### src/vfvl_pkg.sv
`timescale 1ns / 1ps
`default_nettype none

package vfvl_pkg;

    localparam int CFG_GAIN_W = 16;
    localparam int CFG_VEL_W  = 15;
    localparam int FRAC_W     = 16;
    localparam int TURN_W     = 16;
    localparam int APB_AW     = 5;
    localparam int APB_DW     = 32;
    localparam int OUT_DW     = 32;
    localparam int OUT_UW     = 2;

    localparam logic [2:0] REG_ANGULAR_GAIN    = 3'd0;
    localparam logic [2:0] REG_TURN_DEADBAND   = 3'd1;
    localparam logic [2:0] REG_TURN_LIMIT      = 3'd2;
    localparam logic [2:0] REG_TARGET_FRACTION = 3'd3;
    localparam logic [2:0] REG_MIN_FRACTION    = 3'd4;
    localparam logic [2:0] REG_DISTANCE_GAIN   = 3'd5;
    localparam logic [2:0] REG_MAX_FORWARD     = 3'd6;
    localparam logic [2:0] REG_MIN_FORWARD     = 3'd7;

    localparam logic [CFG_GAIN_W-1:0] RST_ANGULAR_GAIN    = 16'd256;
    localparam logic [CFG_VEL_W-1:0]  RST_TURN_DEADBAND   = 15'd205;
    localparam logic [CFG_VEL_W-1:0]  RST_TURN_LIMIT      = 15'd4096;
    localparam logic [FRAC_W-1:0]     RST_TARGET_FRACTION = 16'd19661;
    localparam logic [FRAC_W-1:0]     RST_MIN_FRACTION    = 16'd3277;
    localparam logic [CFG_GAIN_W-1:0] RST_DISTANCE_GAIN   = 16'd512;
    localparam logic [CFG_VEL_W-1:0]  RST_MAX_FORWARD     = 15'd2048;
    localparam logic [CFG_VEL_W-1:0]  RST_MIN_FORWARD     = 15'd410;

    typedef struct packed {
        logic [CFG_GAIN_W-1:0] angular_gain;
        logic [CFG_VEL_W-1:0]  turn_deadband;
        logic [CFG_VEL_W-1:0]  turn_limit;
        logic [FRAC_W-1:0]     target_fraction;
        logic [FRAC_W-1:0]     min_fraction;
        logic [CFG_GAIN_W-1:0] distance_gain;
        logic [CFG_VEL_W-1:0]  max_forward;
        logic [CFG_VEL_W-1:0]  min_forward;
    } t_cfg;

    typedef enum logic [2:0] {
        ST_IDLE,
        ST_DIV,
        ST_FLAG,
        ST_MUL,
        ST_CLAMP,
        ST_SCALE,
        ST_SWAIT,
        ST_DONE
    } t_back_state;

endpackage

`default_nettype wire

### src/vfvl_fifo.sv
`timescale 1ns / 1ps
`default_nettype none

module vfvl_fifo #(
    parameter int W     = 8,
    parameter int DEPTH = 2
) (
    input  wire logic         i_clk,
    input  wire logic         i_rst_n,
    input  wire logic         i_wr_valid,
    output logic              o_wr_ready,
    input  wire logic [W-1:0] i_wr_data,
    output logic              o_rd_valid,
    input  wire logic         i_rd_ready,
    output logic [W-1:0]      o_rd_data
);

    localparam int PTR_W = $clog2(DEPTH);
    localparam int CNT_W = $clog2(DEPTH + 1);

    logic [W-1:0]     r_mem [DEPTH];
    logic [PTR_W-1:0] r_wr;
    logic [PTR_W-1:0] r_rd;
    logic [CNT_W-1:0] r_cnt;
    logic             w_push;
    logic             w_pop;

    assign o_wr_ready = (r_cnt != CNT_W'(DEPTH));
    assign o_rd_valid = (r_cnt != '0);
    assign o_rd_data  = r_mem[r_rd];
    assign w_push     = i_wr_valid && o_wr_ready;
    assign w_pop      = o_rd_valid && i_rd_ready;

    always_ff @(posedge i_clk) begin
        if (!i_rst_n) begin
            r_wr  <= '0;
            r_rd  <= '0;
            r_cnt <= '0;
        end else begin
            if (w_push) begin
                r_wr <= (r_wr == PTR_W'(DEPTH - 1)) ? '0 : r_wr + 1'b1;
            end
            if (w_pop) begin
                r_rd <= (r_rd == PTR_W'(DEPTH - 1)) ? '0 : r_rd + 1'b1;
            end
            if (w_push && !w_pop) begin
                r_cnt <= r_cnt + 1'b1;
            end else if (w_pop && !w_push) begin
                r_cnt <= r_cnt - 1'b1;
            end
        end
    end

    always_ff @(posedge i_clk) begin
        if (w_push) begin
            r_mem[r_wr] <= i_wr_data;
        end
    end

endmodule

`default_nettype wire

### src/vfvl_div.sv
`timescale 1ns / 1ps
`default_nettype none

// restoring divider, one quotient bit per cycle
module vfvl_div #(
    parameter int N_W = 30,
    parameter int D_W = 16,
    parameter int Q_W = 15
) (
    input  wire logic           i_clk,
    input  wire logic           i_rst_n,
    input  wire logic           i_start,
    input  wire logic [N_W-1:0] i_num,
    input  wire logic [D_W-1:0] i_den,
    output logic                o_busy,
    output logic                o_ovf,
    output logic [Q_W-1:0]      o_quo
);

    localparam int CNT_W = $clog2(Q_W + 1);

    logic [N_W+D_W-1:0] w_wide;
    logic [D_W:0]       w_trial;
    logic               w_ge;
    logic [D_W-1:0]     r_rem;
    logic [D_W-1:0]     r_den;
    logic [Q_W-1:0]     r_sh;
    logic               r_ovf;
    logic               r_busy;
    logic [CNT_W-1:0]   r_cnt;

    assign w_wide  = (N_W + D_W)'(i_num);
    assign w_trial = {r_rem, r_sh[Q_W-1]};
    assign w_ge    = (w_trial >= {1'b0, r_den});
    assign o_busy  = r_busy;
    assign o_ovf   = r_ovf;
    assign o_quo   = r_sh;

    always_ff @(posedge i_clk) begin
        if (!i_rst_n) begin
            r_busy <= 1'b0;
            r_cnt  <= '0;
        end else if (i_start) begin
            r_busy <= 1'b1;
            r_cnt  <= CNT_W'(Q_W);
        end else if (r_busy) begin
            r_cnt <= r_cnt - 1'b1;
            if (r_cnt == CNT_W'(1)) begin
                r_busy <= 1'b0;
            end
        end
    end

    always_ff @(posedge i_clk) begin
        if (i_start) begin
            r_rem <= w_wide[Q_W +: D_W];
            r_sh  <= i_num[Q_W-1:0];
            r_den <= i_den;
            r_ovf <= ((w_wide >> Q_W) >= (N_W + D_W)'(i_den));
        end else if (r_busy) begin
            r_rem <= w_ge ? D_W'(w_trial - {1'b0, r_den}) : w_trial[D_W-1:0];
            r_sh  <= {r_sh[Q_W-2:0], w_ge};
        end
    end

endmodule

`default_nettype wire

### src/vfvl_front.sv
`timescale 1ns / 1ps
`default_nettype none

module vfvl_front
    import vfvl_pkg::*;
#(
    parameter int PIXEL_BITS = 12
) (
    input  wire logic                      i_clk,
    input  wire logic                      i_rst_n,
    input  wire logic                      i_s_valid,
    output logic                           o_s_ready,
    input  wire logic [PIXEL_BITS:0]       i_box_left,
    input  wire logic [PIXEL_BITS-1:0]     i_box_width,
    input  wire logic [PIXEL_BITS-1:0]     i_box_height,
    input  wire logic [PIXEL_BITS-1:0]     i_image_width,
    input  wire logic [PIXEL_BITS-1:0]     i_image_height,
    input  wire logic [CFG_GAIN_W-1:0]     i_angular_gain,
    output logic                           o_q_valid,
    input  wire logic                      i_q_ready,
    output logic                           o_neg,
    output logic [CFG_GAIN_W+PIXEL_BITS:0] o_gm,
    output logic [PIXEL_BITS-1:0]          o_iw,
    output logic [2*PIXEL_BITS-1:0]        o_area,
    output logic [2*PIXEL_BITS-1:0]        o_aden
);

    localparam int P    = PIXEL_BITS;
    localparam int GM_W = CFG_GAIN_W + P + 1;

    logic [P+1:0]   w_off;
    logic [P:0]     w_mag;
    logic           w_a_ready;
    logic           w_b_ready;

    logic           r_a_vld;
    logic           r_a_neg;
    logic [P:0]     r_a_mag;
    logic [P-1:0]   r_a_bw;
    logic [P-1:0]   r_a_bh;
    logic [P-1:0]   r_a_iw;
    logic [P-1:0]   r_a_ih;

    logic           r_b_vld;
    logic           r_b_neg;
    logic [GM_W-1:0] r_b_gm;
    logic [P-1:0]   r_b_iw;
    logic [2*P-1:0] r_b_area;
    logic [2*P-1:0] r_b_aden;

    // horizontal offset of box center from image center
    assign w_off = {3'b000, i_image_width[P-1:1]}
                 - ({i_box_left[P], i_box_left} + {3'b000, i_box_width[P-1:1]});
    assign w_mag = w_off[P+1] ? (P + 1)'(-w_off) : w_off[P:0];

    assign w_b_ready = !r_b_vld || i_q_ready;
    assign w_a_ready = !r_a_vld || w_b_ready;
    assign o_s_ready = w_a_ready;

    always_ff @(posedge i_clk) begin
        if (!i_rst_n) begin
            r_a_vld <= 1'b0;
            r_b_vld <= 1'b0;
        end else begin
            if (w_a_ready) begin
                r_a_vld <= i_s_valid;
            end
            if (w_b_ready) begin
                r_b_vld <= r_a_vld;
            end
        end
    end

    always_ff @(posedge i_clk) begin
        if (w_a_ready && i_s_valid) begin
            r_a_neg <= w_off[P+1];
            r_a_mag <= w_mag;
            r_a_bw  <= i_box_width;
            r_a_bh  <= i_box_height;
            r_a_iw  <= (i_image_width == '0) ? P'(1) : i_image_width;
            r_a_ih  <= (i_image_height == '0) ? P'(1) : i_image_height;
        end
        if (w_b_ready && r_a_vld) begin
            r_b_neg  <= r_a_neg;
            r_b_gm   <= GM_W'(i_angular_gain) * GM_W'(r_a_mag);
            r_b_iw   <= r_a_iw;
            r_b_area <= (2 * P)'(r_a_bw) * (2 * P)'(r_a_bh);
            r_b_aden <= (2 * P)'(r_a_iw) * (2 * P)'(r_a_ih);
        end
    end

    assign o_q_valid = r_b_vld;
    assign o_neg     = r_b_neg;
    assign o_gm      = r_b_gm;
    assign o_iw      = r_b_iw;
    assign o_area    = r_b_area;
    assign o_aden    = r_b_aden;

endmodule

`default_nettype wire

### src/vfvl_back.sv
`timescale 1ns / 1ps
`default_nettype none

module vfvl_back
    import vfvl_pkg::*;
#(
    parameter int PIXEL_BITS    = 12,
    parameter int VEL_FRAC_BITS = 12
) (
    input  wire logic                      i_clk,
    input  wire logic                      i_rst_n,
    input  wire t_cfg                      i_cfg,
    input  wire logic                      i_q_valid,
    output logic                           o_q_ready,
    input  wire logic                      i_neg,
    input  wire logic [CFG_GAIN_W+PIXEL_BITS:0] i_gm,
    input  wire logic [PIXEL_BITS-1:0]     i_iw,
    input  wire logic [2*PIXEL_BITS-1:0]   i_area,
    input  wire logic [2*PIXEL_BITS-1:0]   i_aden,
    output logic                           o_m_valid,
    input  wire logic                      i_m_ready,
    output logic [OUT_DW-1:0]              o_m_data,
    output logic [OUT_UW-1:0]              o_m_user
);

    localparam int P      = PIXEL_BITS;
    localparam int GM_W   = CFG_GAIN_W + P + 1;
    localparam int TN_W   = GM_W + VEL_FRAC_BITS - 8;
    localparam int FN_W   = 2 * P + FRAC_W;
    localparam int FQ_W   = FRAC_W + 1;
    localparam int PROD_W = 2 * CFG_GAIN_W;
    localparam int SH     = 24 - VEL_FRAC_BITS;
    localparam int VR_W   = PROD_W - SH;
    localparam int SN_W   = 2 * CFG_VEL_W;
    localparam int SD_W   = CFG_VEL_W + 1;
    localparam logic [FQ_W-1:0] FRAC_ONE = FQ_W'(1) << FRAC_W;

    t_back_state r_state;
    t_back_state n_state;

    logic                 w_div_start;
    logic                 w_scale_start;
    logic                 w_out_load;

    logic [TN_W-1:0]      w_tnum;
    logic                 w_t_busy;
    logic                 w_t_ovf;
    logic [CFG_VEL_W-1:0] w_t_quo;
    logic                 w_f_busy;
    logic                 w_f_ovf;
    logic [FQ_W-1:0]      w_f_quo;
    logic                 w_s_busy;
    logic                 w_s_ovf;
    logic [CFG_VEL_W-1:0] w_s_quo;
    logic [VR_W-1:0]      w_vraw;
    logic [CFG_VEL_W-1:0] w_speed;
    logic [TURN_W-1:0]    w_turn;

    logic                 r_neg;
    logic [CFG_VEL_W-1:0] r_tmag;
    logic [FQ_W-1:0]      r_frac;
    logic                 r_reached;
    logic                 r_small;
    logic [FRAC_W-1:0]    r_diff;
    logic [PROD_W-1:0]    r_prod;
    logic [CFG_VEL_W-1:0] r_v;
    logic                 r_out_vld;
    logic [OUT_DW-1:0]    r_out_data;
    logic [OUT_UW-1:0]    r_out_user;

    assign w_tnum = TN_W'(i_gm) << (VEL_FRAC_BITS - 8);

    vfvl_div #(.N_W(TN_W), .D_W(P), .Q_W(CFG_VEL_W)) u_turn_div (
        .i_clk   (i_clk),
        .i_rst_n (i_rst_n),
        .i_start (w_div_start),
        .i_num   (w_tnum),
        .i_den   (i_iw),
        .o_busy  (w_t_busy),
        .o_ovf   (w_t_ovf),
        .o_quo   (w_t_quo)
    );

    vfvl_div #(.N_W(FN_W), .D_W(2 * P), .Q_W(FQ_W)) u_frac_div (
        .i_clk   (i_clk),
        .i_rst_n (i_rst_n),
        .i_start (w_div_start),
        .i_num   ({i_area, FRAC_W'(0)}),
        .i_den   (i_aden),
        .o_busy  (w_f_busy),
        .o_ovf   (w_f_ovf),
        .o_quo   (w_f_quo)
    );

    // quotient stays at or below v/2 because |turn| never exceeds the limit
    vfvl_div #(.N_W(SN_W), .D_W(SD_W), .Q_W(CFG_VEL_W)) u_scale_div (
        .i_clk   (i_clk),
        .i_rst_n (i_rst_n),
        .i_start (w_scale_start),
        .i_num   (SN_W'(r_v) * SN_W'(r_tmag)),
        .i_den   ({i_cfg.turn_limit, 1'b0}),
        .o_busy  (w_s_busy),
        .o_ovf   (w_s_ovf),
        .o_quo   (w_s_quo)
    );

    always_ff @(posedge i_clk) begin
        if (!i_rst_n) begin
            r_state <= ST_IDLE;
        end else begin
            r_state <= n_state;
        end
    end

    always_comb begin
        n_state       = r_state;
        o_q_ready     = 1'b0;
        w_div_start   = 1'b0;
        w_scale_start = 1'b0;
        w_out_load    = 1'b0;
        unique case (r_state)
            ST_IDLE: begin
                o_q_ready = 1'b1;
                if (i_q_valid) begin
                    w_div_start = 1'b1;
                    n_state     = ST_DIV;
                end
            end
            ST_DIV: begin
                if (!w_t_busy && !w_f_busy) begin
                    n_state = ST_FLAG;
                end
            end
            ST_FLAG:  n_state = ST_MUL;
            ST_MUL:   n_state = ST_CLAMP;
            ST_CLAMP: n_state = ST_SCALE;
            ST_SCALE: begin
                w_scale_start = 1'b1;
                n_state       = ST_SWAIT;
            end
            ST_SWAIT: begin
                if (!w_s_busy) begin
                    n_state = ST_DONE;
                end
            end
            ST_DONE: begin
                if (!r_out_vld || i_m_ready) begin
                    w_out_load = 1'b1;
                    n_state    = ST_IDLE;
                end
            end
            default: n_state = ST_IDLE;
        endcase
    end

    assign w_vraw = VR_W'(r_prod >> SH);

    always_ff @(posedge i_clk) begin
        case (r_state)
            ST_IDLE: begin
                r_neg <= i_neg;
            end
            ST_DIV: begin
                if (w_t_ovf) begin
                    r_tmag <= i_cfg.turn_limit;
                end else if (w_t_quo < i_cfg.turn_deadband) begin
                    r_tmag <= '0;
                end else if (w_t_quo > i_cfg.turn_limit) begin
                    r_tmag <= i_cfg.turn_limit;
                end else begin
                    r_tmag <= w_t_quo;
                end
                r_frac <= (w_f_ovf || (w_f_quo > FRAC_ONE)) ? FRAC_ONE : w_f_quo;
            end
            ST_FLAG: begin
                r_reached <= (r_frac >= FQ_W'(i_cfg.target_fraction));
                r_small   <= (r_frac < FQ_W'(i_cfg.min_fraction));
                r_diff    <= i_cfg.target_fraction - r_frac[FRAC_W-1:0];
            end
            ST_MUL: begin
                r_prod <= PROD_W'(i_cfg.distance_gain) * PROD_W'(r_diff);
            end
            ST_CLAMP: begin
                if (w_vraw > VR_W'(i_cfg.max_forward)) begin
                    r_v <= i_cfg.max_forward;
                end else if (w_vraw < VR_W'(i_cfg.min_forward)) begin
                    r_v <= i_cfg.min_forward;
                end else begin
                    r_v <= w_vraw[CFG_VEL_W-1:0];
                end
            end
            default: ;
        endcase
    end

    always_comb begin
        if (r_reached || r_small) begin
            w_speed = '0;
        end else if (i_cfg.turn_limit == '0) begin
            w_speed = r_v;
        end else begin
            w_speed = r_v - w_s_quo;
        end
        w_turn = r_neg ? TURN_W'(-{1'b0, r_tmag}) : {1'b0, r_tmag};
    end

    always_ff @(posedge i_clk) begin
        if (!i_rst_n) begin
            r_out_vld <= 1'b0;
        end else if (w_out_load) begin
            r_out_vld <= 1'b1;
        end else if (i_m_ready) begin
            r_out_vld <= 1'b0;
        end
    end

    always_ff @(posedge i_clk) begin
        if (w_out_load) begin
            r_out_data <= OUT_DW'({w_speed, w_turn});
            r_out_user <= {r_small, r_reached};
        end
    end

    assign o_m_valid = r_out_vld;
    assign o_m_data  = r_out_data;
    assign o_m_user  = r_out_user;

endmodule

`default_nettype wire

### src/visual_follow_velocity_law_top.sv
`timescale 1ns / 1ps
`default_nettype none

// Visual follow velocity law: each input beat carries a tracked box and the frame
// size, and one output beat returns the turn rate and forward speed with the
// target-reached and box-too-small flags. The front end takes a beat every cycle
// unless back-pressure stalls it, and registers the offset and then the products;
// a two-entry queue feeds the back end, which handles one item at a time, as set
// by its sequencer: a 17-step area-fraction divider (the 15-step turn divider runs
// beside it), four steps, then a 15-step speed-scaling divider. A finished result
// waits in the output register while the next item is worked on.
module visual_follow_velocity_law_top
    import vfvl_pkg::*;
#(
    parameter int PIXEL_BITS    = 12,
    parameter int VEL_FRAC_BITS = 12
) (
    input  wire logic                   i_clk,
    input  wire logic                   i_rst_n,
    // box_left, box_width, box_height, image_width, image_height
    input  wire logic [((5*PIXEL_BITS+8)/8)*8-1:0] i_s_axis_tdata,
    input  wire logic                   i_s_axis_tvalid,
    output logic                        o_s_axis_tready,
    // turn_rate, forward_speed
    output logic [OUT_DW-1:0]           o_m_axis_tdata,
    // target_reached, box_too_small
    output logic [OUT_UW-1:0]           o_m_axis_tuser,
    output logic                        o_m_axis_tvalid,
    input  wire logic                   i_m_axis_tready,
    input  wire logic                   psel,
    input  wire logic                   penable,
    input  wire logic                   pwrite,
    input  wire logic [APB_AW-1:0]      paddr,
    input  wire logic [APB_DW-1:0]      pwdata,
    output logic [APB_DW-1:0]           prdata,
    output logic                        pready
);

    localparam int P     = PIXEL_BITS;
    localparam int GM_W  = CFG_GAIN_W + P + 1;
    localparam int JOB_W = 1 + GM_W + P + 4 * P;

    t_cfg             r_cfg;
    logic             w_front_vld;
    logic             w_front_rdy;
    logic             w_front_neg;
    logic [GM_W-1:0]  w_front_gm;
    logic [P-1:0]     w_front_iw;
    logic [2*P-1:0]   w_front_area;
    logic [2*P-1:0]   w_front_aden;
    logic             w_job_vld;
    logic             w_job_rdy;
    logic [JOB_W-1:0] w_job;

    // config port
    assign pready = 1'b1;

    always_ff @(posedge i_clk) begin
        if (!i_rst_n) begin
            r_cfg.angular_gain    <= RST_ANGULAR_GAIN;
            r_cfg.turn_deadband   <= RST_TURN_DEADBAND;
            r_cfg.turn_limit      <= RST_TURN_LIMIT;
            r_cfg.target_fraction <= RST_TARGET_FRACTION;
            r_cfg.min_fraction    <= RST_MIN_FRACTION;
            r_cfg.distance_gain   <= RST_DISTANCE_GAIN;
            r_cfg.max_forward     <= RST_MAX_FORWARD;
            r_cfg.min_forward     <= RST_MIN_FORWARD;
        end else if (psel && penable && pwrite && pready) begin
            unique case (paddr[4:2])
                REG_ANGULAR_GAIN:    r_cfg.angular_gain    <= pwdata[CFG_GAIN_W-1:0];
                REG_TURN_DEADBAND:   r_cfg.turn_deadband   <= pwdata[CFG_VEL_W-1:0];
                REG_TURN_LIMIT:      r_cfg.turn_limit      <= pwdata[CFG_VEL_W-1:0];
                REG_TARGET_FRACTION: r_cfg.target_fraction <= pwdata[FRAC_W-1:0];
                REG_MIN_FRACTION:    r_cfg.min_fraction    <= pwdata[FRAC_W-1:0];
                REG_DISTANCE_GAIN:   r_cfg.distance_gain   <= pwdata[CFG_GAIN_W-1:0];
                REG_MAX_FORWARD:     r_cfg.max_forward     <= pwdata[CFG_VEL_W-1:0];
                REG_MIN_FORWARD:     r_cfg.min_forward     <= pwdata[CFG_VEL_W-1:0];
                default: ;
            endcase
        end
    end

    always_comb begin
        unique case (paddr[4:2])
            REG_ANGULAR_GAIN:    prdata = APB_DW'(r_cfg.angular_gain);
            REG_TURN_DEADBAND:   prdata = APB_DW'(r_cfg.turn_deadband);
            REG_TURN_LIMIT:      prdata = APB_DW'(r_cfg.turn_limit);
            REG_TARGET_FRACTION: prdata = APB_DW'(r_cfg.target_fraction);
            REG_MIN_FRACTION:    prdata = APB_DW'(r_cfg.min_fraction);
            REG_DISTANCE_GAIN:   prdata = APB_DW'(r_cfg.distance_gain);
            REG_MAX_FORWARD:     prdata = APB_DW'(r_cfg.max_forward);
            REG_MIN_FORWARD:     prdata = APB_DW'(r_cfg.min_forward);
            default:             prdata = '0;
        endcase
    end

    vfvl_front #(.PIXEL_BITS(P)) u_front (
        .i_clk          (i_clk),
        .i_rst_n        (i_rst_n),
        .i_s_valid      (i_s_axis_tvalid),
        .o_s_ready      (o_s_axis_tready),
        .i_box_left     (i_s_axis_tdata[P:0]),
        .i_box_width    (i_s_axis_tdata[2*P:P+1]),
        .i_box_height   (i_s_axis_tdata[3*P:2*P+1]),
        .i_image_width  (i_s_axis_tdata[4*P:3*P+1]),
        .i_image_height (i_s_axis_tdata[5*P:4*P+1]),
        .i_angular_gain (r_cfg.angular_gain),
        .o_q_valid      (w_front_vld),
        .i_q_ready      (w_front_rdy),
        .o_neg          (w_front_neg),
        .o_gm           (w_front_gm),
        .o_iw           (w_front_iw),
        .o_area         (w_front_area),
        .o_aden         (w_front_aden)
    );

    vfvl_fifo #(.W(JOB_W), .DEPTH(2)) u_queue (
        .i_clk      (i_clk),
        .i_rst_n    (i_rst_n),
        .i_wr_valid (w_front_vld),
        .o_wr_ready (w_front_rdy),
        .i_wr_data  ({w_front_neg, w_front_gm, w_front_iw, w_front_area, w_front_aden}),
        .o_rd_valid (w_job_vld),
        .i_rd_ready (w_job_rdy),
        .o_rd_data  (w_job)
    );

    vfvl_back #(.PIXEL_BITS(P), .VEL_FRAC_BITS(VEL_FRAC_BITS)) u_back (
        .i_clk     (i_clk),
        .i_rst_n   (i_rst_n),
        .i_cfg     (r_cfg),
        .i_q_valid (w_job_vld),
        .o_q_ready (w_job_rdy),
        .i_neg     (w_job[JOB_W-1]),
        .i_gm      (w_job[JOB_W-2 -: GM_W]),
        .i_iw      (w_job[4*P +: P]),
        .i_area    (w_job[2*P +: 2*P]),
        .i_aden    (w_job[0 +: 2*P]),
        .o_m_valid (o_m_axis_tvalid),
        .i_m_ready (i_m_axis_tready),
        .o_m_data  (o_m_axis_tdata),
        .o_m_user  (o_m_axis_tuser)
    );

`ifndef SYNTHESIS
    logic [TURN_W-1:0] a_turn_abs;
    assign a_turn_abs = o_m_axis_tdata[TURN_W-1] ? TURN_W'(-o_m_axis_tdata[TURN_W-1:0])
                                                 : o_m_axis_tdata[TURN_W-1:0];

    a_turn_within_limit: assert property (@(posedge i_clk) disable iff (!i_rst_n)
        o_m_axis_tvalid |-> (a_turn_abs <= {1'b0, r_cfg.turn_limit}))
        else $error("turn rate exceeds turn limit");

    a_flag_stops_speed: assert property (@(posedge i_clk) disable iff (!i_rst_n)
        (o_m_axis_tvalid && (o_m_axis_tuser != '0)) |->
        (o_m_axis_tdata[TURN_W +: CFG_VEL_W] == '0))
        else $error("nonzero speed with a flag set");

    a_speed_bounded: assert property (@(posedge i_clk) disable iff (!i_rst_n)
        o_m_axis_tvalid |->
        ((o_m_axis_tdata[TURN_W +: CFG_VEL_W] <= r_cfg.max_forward) ||
         (o_m_axis_tdata[TURN_W +: CFG_VEL_W] <= r_cfg.min_forward)))
        else $error("forward speed above clamp");
`endif

endmodule

`default_nettype wire
### config.mk
export PLATFORM = sky130hd
export DESIGN_NAME = visual_follow_velocity_law_top
export DESIGN_NICKNAME = d
export VERILOG_FILES = /design/src/vfvl_pkg.sv /design/src/vfvl_fifo.sv /design/src/vfvl_div.sv /design/src/vfvl_front.sv /design/src/vfvl_back.sv /design/src/visual_follow_velocity_law_top.sv
export SDC_FILE = /design/constraint.sdc
export NUM_CORES = 2
export LEC_CHECK = 0
export ABC_CLOCK_PERIOD_IN_PS = 6200
export BUFFER_PORTS_ARGS = -buffer_cell sky130_fd_sc_hd__buf_2
export CAP_MARGIN = 20
export CORE_MARGIN = 8
export CORE_UTILIZATION = 60
export CTS_BUF_LIST = sky130_fd_sc_hd__clkbuf_2 sky130_fd_sc_hd__clkbuf_4 sky130_fd_sc_hd__clkbuf_8
export DETAILED_ROUTE_END_ITERATION = 8
export GPL_TIMING_DRIVEN = 0
export PLACE_DENSITY_LB_ADDON = 0.05
export RECOVER_POWER = 50
export SKIP_CTS_REPAIR_TIMING = 1
export SYNTH_ARGS = -nofsm -noshare
export SYNTH_HDL_FRONTEND = slang
export SYNTH_SLANG_ARGS = --single-unit
### constraint.sdc
create_clock -name i_clk -period 6.2 [get_ports i_clk]
set_input_delay 0.31 -clock i_clk [delete_from_list [all_inputs] [get_ports i_clk]]
set_output_delay 0.31 -clock i_clk [all_outputs]
set_load 0.005 [all_outputs]
# --- Word level (Yosys, flattened, before mapping) ---
# Memories as Yosys holds them, arrays and structs flattened. A register that Yosys moved wholly into a read port is not among the register bits.
# Cells that the tools add are included.
totals:
  register_bits: 585
  ram_bits: 180
  input_bits: 108
  output_inout_bits: 69
  wordCells: 219
  n_memories: 1
mem_list:
  columns: ["memory", "depth", "width", "read_ports", "rd_ports_with_merged_regs", "write_ports", "line_no", "text"]
  rows:
  - ["u_queue.r_mem", 2, 90, 1, 1, 1, "vfvl_fifo.sv:21", "logic [W-1:0] r_mem [DEPTH];"]
op_classes:
  add_sub_neg: 16
  mul: 5
  magnitude_cmp: 12
  n_eq_ne: 22
  n_mux: 60
  bitwise: 1
  n_reduce_logical: 42
ops:
  columns: ["op", "n"]
  rows:
  - ["32-bit case mux with 8 select lines", 1]
  - ["15-bit two-way mux", 13]
  - ["12-bit by 12-bit multiplier with 24-bit output", 2]
  - ["23-bit two-way mux", 2]
  - ["12-bit two-way mux", 3]
  - ["17-bit by 16-bit greater-or-equal comparator with 1-bit output", 2]
  - ["17-bit two-way mux", 2]
  - ["16-bit by 16-bit multiplier with 32-bit output", 1]
  - ["16-bit subtractor", 2]
  - ["15-bit by 15-bit multiplier with 30-bit output", 1]
  - ["16-bit by 13-bit multiplier with 29-bit output", 1]
  - ["25-bit by 24-bit greater-or-equal comparator with 1-bit output", 1]
  - ["3-bit == test (second input constant)", 8]
  - ["23-bit by 24-bit greater-or-equal comparator with 1-bit output", 1]
  - ["12-bit logical NOT", 2]
  - ["24-bit two-way mux", 1]
  - ["3-bit case mux with 8 select lines", 1]
  - ["24-bit subtractor", 1]
  - ["1-bit two-way mux", 23]
  - ["20-bit by 15-bit greater-than comparator with 1-bit output", 1]
  - ["20-bit by 15-bit less-than comparator with 1-bit output", 1]
  - ["18-bit by 12-bit greater-or-equal comparator with 1-bit output", 1]
  - ["17-bit greater-than comparator (second input constant)", 1]
  - ["17-bit by 16-bit less-than comparator with 1-bit output", 1]
  - ["36 further kinds", 85]

# --- Logic depth before layout (Yosys ltp) ---
logic_depth:
  depth_word: 6
  depth_mapped: 25
  ltp_nobuf: 23

# --- Hierarchy ---
# From an unflattened synthesis, not the netlist that was laid out.
unflattened:
  cells_unflattened: 6982
  hier_area_um2: 69779.4
by_module_without_submodules:
  columns: ["mod", "instances", "cells_each", "area_each_um2", "seq_area_each_um2"]
  rows:
  - ["vfvl_back", 1, 2602, 23975.5, 3653.5]
  - ["vfvl_front", 1, 2275, 22084.9, 4604.4]
  - ["vfvl_fifo", 1, 304, 6734.0, 5505.3]
  - ["visual_follow_velocity_law_top", 1, 746, 5908.2, 2482.4]
  - ["vfvl_div at u_back.u_frac_div", 1, 472, 4764.6, 2092.0]
  - ["vfvl_div at u_back.u_scale_div", 1, 311, 3403.3, 1531.5]
  - ["vfvl_div at u_back.u_turn_div", 1, 272, 2909.0, 1301.2]

# --- Least setup slack after synthesis ---
# No wires, ideal clock.
synth_path:
  kind: "flip-flop to flip-flop"
  startpoint: "register u_back.r_tmag[4]"
  endpoint: "register u_back.u_scale_div.r_rem[14], data pin"
  setup_ns: 0.302
  arrival_ns: 6.138
  required_ns: 5.898
  path_slack_ns: -0.240
  path_stages_with_launch: 26
  path_buffers: 2
  period_less_slack_ns: 6.440
  path_cell_list: "edfxtp_1 > clkbuf_1 > clkbuf_1 > and2_1 > fa_1 > inv_1 > fa_1 > inv_1 > fa_1 > inv_1 > fa_1 > inv_1 > fa_1 > inv_1 > fa_1 > inv_1 > ha_1 > a211oi_1 > o211ai_1 > a221oi_1 > a211o_1 > nor2_1 > o31ai_1 > nor2b_1 > xnor2_1 > a22oi_1"
synth_via:
  elab_chain_cells: 2
synth_lines:
  columns: ["item", "line_no", "text"]
  rows:
  - ["start: declaration", "vfvl_back.sv:60", "logic [CFG_VEL_W-1:0] r_tmag;"]
  - ["start signal: assignment", "vfvl_back.sv:165", "r_tmag <= i_cfg.turn_limit;"]
  - ["start signal: assignment", "vfvl_back.sv:169", "r_tmag <= i_cfg.turn_limit;"]
  - ["start signal: assignment", "vfvl_back.sv:171", "r_tmag <= w_t_quo;"]
  - ["15-bit by 15-bit multiplier with 30-bit output", "vfvl_back.sv:100", ".i_num (SN_W'(r_v) * SN_W'(r_tmag)),"]
  - ["15-bit two-way mux", "vfvl_div.sv:55", "if (i_start) begin"]
  - ["end signal: assignment", "vfvl_div.sv:56", "r_rem <= w_wide[Q_W +: D_W];"]
  - ["end signal: assignment", "vfvl_div.sv:61", "r_rem <= w_ge ? D_W'(w_trial - {1'b0, r_den}) : w_trial[D_W-1:0];"]
  - ["end: declaration", "vfvl_div.sv:25", "logic [D_W-1:0] r_rem;"]
# Every way passes these cells.
# A chain may end at the register's enable or synchronous reset.

# --- Worst setup path in the final report ---
layout_path:
  startpoint: "register u_back.r_v[9]"
  endpoint: "register u_back.u_scale_div.r_rem[14], data pin"
layout_via:
  elab_chain_cells: 2
layout_lines:
  columns: ["item", "line_no", "text"]
  rows:
  - ["start: declaration", "vfvl_back.sv:66", "logic [CFG_VEL_W-1:0] r_v;"]
  - ["start signal: assignment", "vfvl_back.sv:185", "r_v <= i_cfg.max_forward;"]
  - ["start signal: assignment", "vfvl_back.sv:187", "r_v <= i_cfg.min_forward;"]
  - ["start signal: assignment", "vfvl_back.sv:189", "r_v <= w_vraw[CFG_VEL_W-1:0];"]
  - ["15-bit by 15-bit multiplier with 30-bit output", "vfvl_back.sv:100", null]
  - ["15-bit two-way mux", "vfvl_div.sv:55", null]
# Every way passes these cells.

==> metrics <==
post-route minimum period around 6.5 ns; crit end category register; Syn Area/Cell 9.90 µm²; layout cells sized above 1 10.3%; Leak 0.0346 µW; CTS buffer count 135; register share of total power 19.1%; die area approximately 120000 µm²; Vias/cell around 5.6; clock buffer depth 3; YS warnings 0; CP Launch Type register; failing checks max-capacitance violations, max-slew violations, negative setup slack; Slew Limit Fails 73; I/O pins between 150 and 200; global placer's final weighted congestion 0.974; DRT antenna net count 0; initial antenna violation count 4; clock skew 0.0674 ns; # setup viols final 16; Post-synth EDFFs 581; GR Util All Layers 29.1%; Seq/Total Area, Yosys 30.7%; worst rel slew slack -42.7%; # fillers 9131; Worst R2R Start u_back.r_v[9]$_DFFE_PP_; clk_lat worst skew 0.83 ns; #FFs+latches synth 754; Non-Filler Instances between 8000 and 9000; Synth Area in Compound Gates 8.75%; Adder-Cell Fraction of Synth Area 32.8%; DR pass1 iterations 6; number of global-route vias before repair 51600; top post-synthesis cells by area edfxtp_1 26%, fa_1 21%, ha_1 11%; DRT Wirelength roughly 180000 µm; asr flop ratio synth 0%; largest family of logic cells by synthesized area adder cells; crit path from u_back.r_v[9]$_DFFE_PP_; Rows ~120; Worst EP arrival about 7 ns; P_int 21100 µW; data required time of the critical path 6.69 ns; via count roughly 50000; cell taking the most area after synthesis edfxtp_1; Clock power frac 12.2%; first-pass GRT wire length 286000 µm; number of different library cells in the post-synthesis netlist 85; RSZ-0062 raised after global routing true; hold slack 0.00574 ns; H-tree depth 4; part of the cycle the worst path needs 105%; power per cell area between 500 and 600 nW/µm²; CTS Root Cell clkbuf_8; Crit Path Class register to register; status finished with violations; Synth Instances just under 7000; placed insts 8538; post-synthesis simple-gate area fraction between 10 and 15%; CTS Sinks between 700 and 800; post-synthesis mux area share 2.94%; largest net degree at the start of global routing 50; CTS tree built; NetSw 17900 µW; Reg clk slew, reported paths 0.06 ns; Initial Util 60.5%; switching share of power a little under half; Setup WS post-layout -0.286 ns; Post-layout nets 8815; Mapped Area 68200 µm²; Core Area between 100000 and 150000 µm²; f_max 154 MHz; per-cell routed wire length 20.5 µm; top_reg_cell synth edfxtp_1; DP HPWL 143000 µm; DIE HEIGHT about 350 µm; die width 353 µm; Hold Path Class input port to register; Peak VDD IR 1.55 mV; total grt overflow 0; Iter 0 DRT Violations 3259; IO Port Bufs around 120; Critical Path Fanout Max 5; hold path startpoint i_m_axis_tready; Post-Synth XOR/XNOR Area 2.48%; top cell type's share of synthesized area 25.6%; Logic pwr share 68.6%; post-route DRC violation count 0; synth-to-layout area growth 12.0%; Hold Fails Final Rpt 0; Max-Cap Viols 3; worst-margin pin slew around 2.1 ns
state kept, by name, indices dropped and copies added, names as in the netlist, 17 cells and up, named ones only:
register	count
u_queue.r_mem	180
r_cfg	124
u_back.o_m_data	31
u_front.o_gm	29
u_back.u_frac_div.r_den	24
u_back.u_frac_div.r_rem	24
u_front.o_aden	24
u_front.o_area	24
u_back.r_prod	20
u_back.r_frac	17
u_back.u_frac_div.o_quo	17
worst max-delay path: stages (launching register included):
cell and delay (ns):
edfxtp_1 0.53, buf_6 0.20, and2_4 0.15, fa_1 0.51
inv_2 0.05, fa_1 0.54, inv_2 0.04, fa_1 0.47
inv_1 0.05, fa_1 0.49, inv_1 0.05, fa_1 0.49
inv_2 0.04, fa_1 0.50, inv_2 0.05, ha_4 0.23
a211oi_2 0.19, o211ai_1 0.23, a221oi_4 0.41, a211o_1 0.26
nor2_1 0.07, o31ai_1 0.17, nor2b_2 0.21, xnor2_2 0.14
a22oi_1 0.11
synth_stat cells (all sizes together), types with 17 or more instances:
| cell type | number |
|---|---|
| nor4 | 22 |
| a31oi | 25 |
| inv | 1138 |
| a211oi | 33 |
| nand2 | 975 |
| nand3 | 86 |
| nor2 | 255 |
| o211ai | 49 |
| edfxtp | 581 |
| nand2b | 28 |
| dfxtp | 173 |
| ha | 621 |
| mux2 | 44 |
| mux2i | 135 |
| o221ai | 17 |
| nor3 | 68 |
| xor2 | 53 |
| o21ai | 160 |
| a21oi | 209 |
| fa | 730 |
| clkbuf | 275 |
| and2 | 441 |
| and3 | 23 |
| buf | 51 |
| a21o | 99 |
| or3 | 26 |
| a21boi | 122 |
| xnor2 | 140 |
| nor2b | 40 |
| nand4 | 36 |
| o21a | 39 |
cell type report:
| type | instances | area (µm²) | area share (%) |
|---|---|---|---|
| clock buffer | 182 | 2290 | 3.00 |
| tap | 1500 | 1880 | 2.46 |
| clock inverter | 56 | 462 | 0.605 |
| timing repair buffer | 334 | 2520 | 3.31 |
| inverter | 1140 | 4280 | 5.61 |
| multi-input combinational | 4680 | 42300 | 55.4 |
| buffer | 311 | 1650 | 2.16 |
| sequential | 754 | 21000 | 27.5 |
| antenna | 3 | 7.51 | 0.00984 |
worst paths after layout:
| check | endpoint | slack, ns | cells after the start |
|---|---|---|---|
| worst max-delay path | u_back.u_scale_div.r_rem[14]$_DFFE_PP_ | -0.29 | 24 |
| worst min-delay path | u_back.o_m_valid$_SDFFE_PN0P_ | 0.006 | 4 |
| worst max register to register | u_back.u_scale_div.r_rem[14]$_DFFE_PP_ | -0.29 | 24 |
| worst min register to register | u_front.o_neg$_DFFE_PP_ | 0.43 | 0 |
per-layer routing:
metal / track usage [%] / vias up / share of wire [%]
met5: 0 / - / 0
met4: 12.3 / 0 / 4.5
met3: 4.63 / 377 / 5.9
met2: 49.9 / 1636 / 49
met1: 36.6 / 24800 / 40
li1: - / 23300 / -
power by group through the flow:
stage               combinational [µW]  clock, µW  sequential (µW)
floorplan                        16800          0             7290
global placement                 21900          0             7670
detailed placement               22400          0             7640
CTS                              22600       4860             7540
global route                     29700       5090             7520
finish                           26800       4780             7470
cell families after synthesis:
group	count (synthesis)
muxes	186
adders and majority gates	1351
buffers and inverters	1466
DFF	754
xor gates and xnor gates	193
AOI/OAI and AO/OA	891
and+or+nand+nor	2041
other	2
cell usage in the layout (no fill, tap or decap), types with 34 or more instances in the layout:
| cell type | count |
|---|---|
| nor3_1 | 64 |
| nor2_1 | 251 |
| clkbuf_2 | 54 |
| inv_1 | 1124 |
| nand4_1 | 36 |
| mux2_2 | 43 |
| xnor2_1 | 137 |
| o21ai_0 | 143 |
| nor2b_1 | 37 |
| fa_1 | 722 |
| buf_4 | 154 |
| a21oi_1 | 198 |
| clkbuf_4 | 59 |
| ha_1 | 607 |
| clkbuf_8 | 147 |
| buf_6 | 34 |
| and2_1 | 423 |
| dlygate4sd3_1 | 67 |
| buf_2 | 66 |
| nand2_1 | 974 |
| nand3_1 | 84 |
| o211ai_1 | 49 |
| clkbuf_1 | 216 |
| xor2_1 | 53 |
| a21o_1 | 99 |
| o21a_1 | 38 |
| dfxtp_1 | 148 |
| edfxtp_1 | 581 |
| mux2i_1 | 135 |
| a21boi_0 | 120 |
per-stage QoR:
step | util [%] | setup WS (ns) | area, µm² | total power (µW) | TNS (ns)
floorplan | - | 0.00514 | 68200 | 24100 | 0
global placement | 62.8 | -1.35 | 70700 | 29600 | -241.51
detailed placement | 63.1 | -1.36 | 71100 | 30100 | -32.54
CTS | 65.5 | -1.45 | 73800 | 35000 | -34.73
global route | 67.7 | -0.479 | 76300 | 42300 | -5.40
finish | 67.7 | -0.286 | 76300 | 39100 | -2.27
No activity file was read; power rests on OpenSTA's default activity.
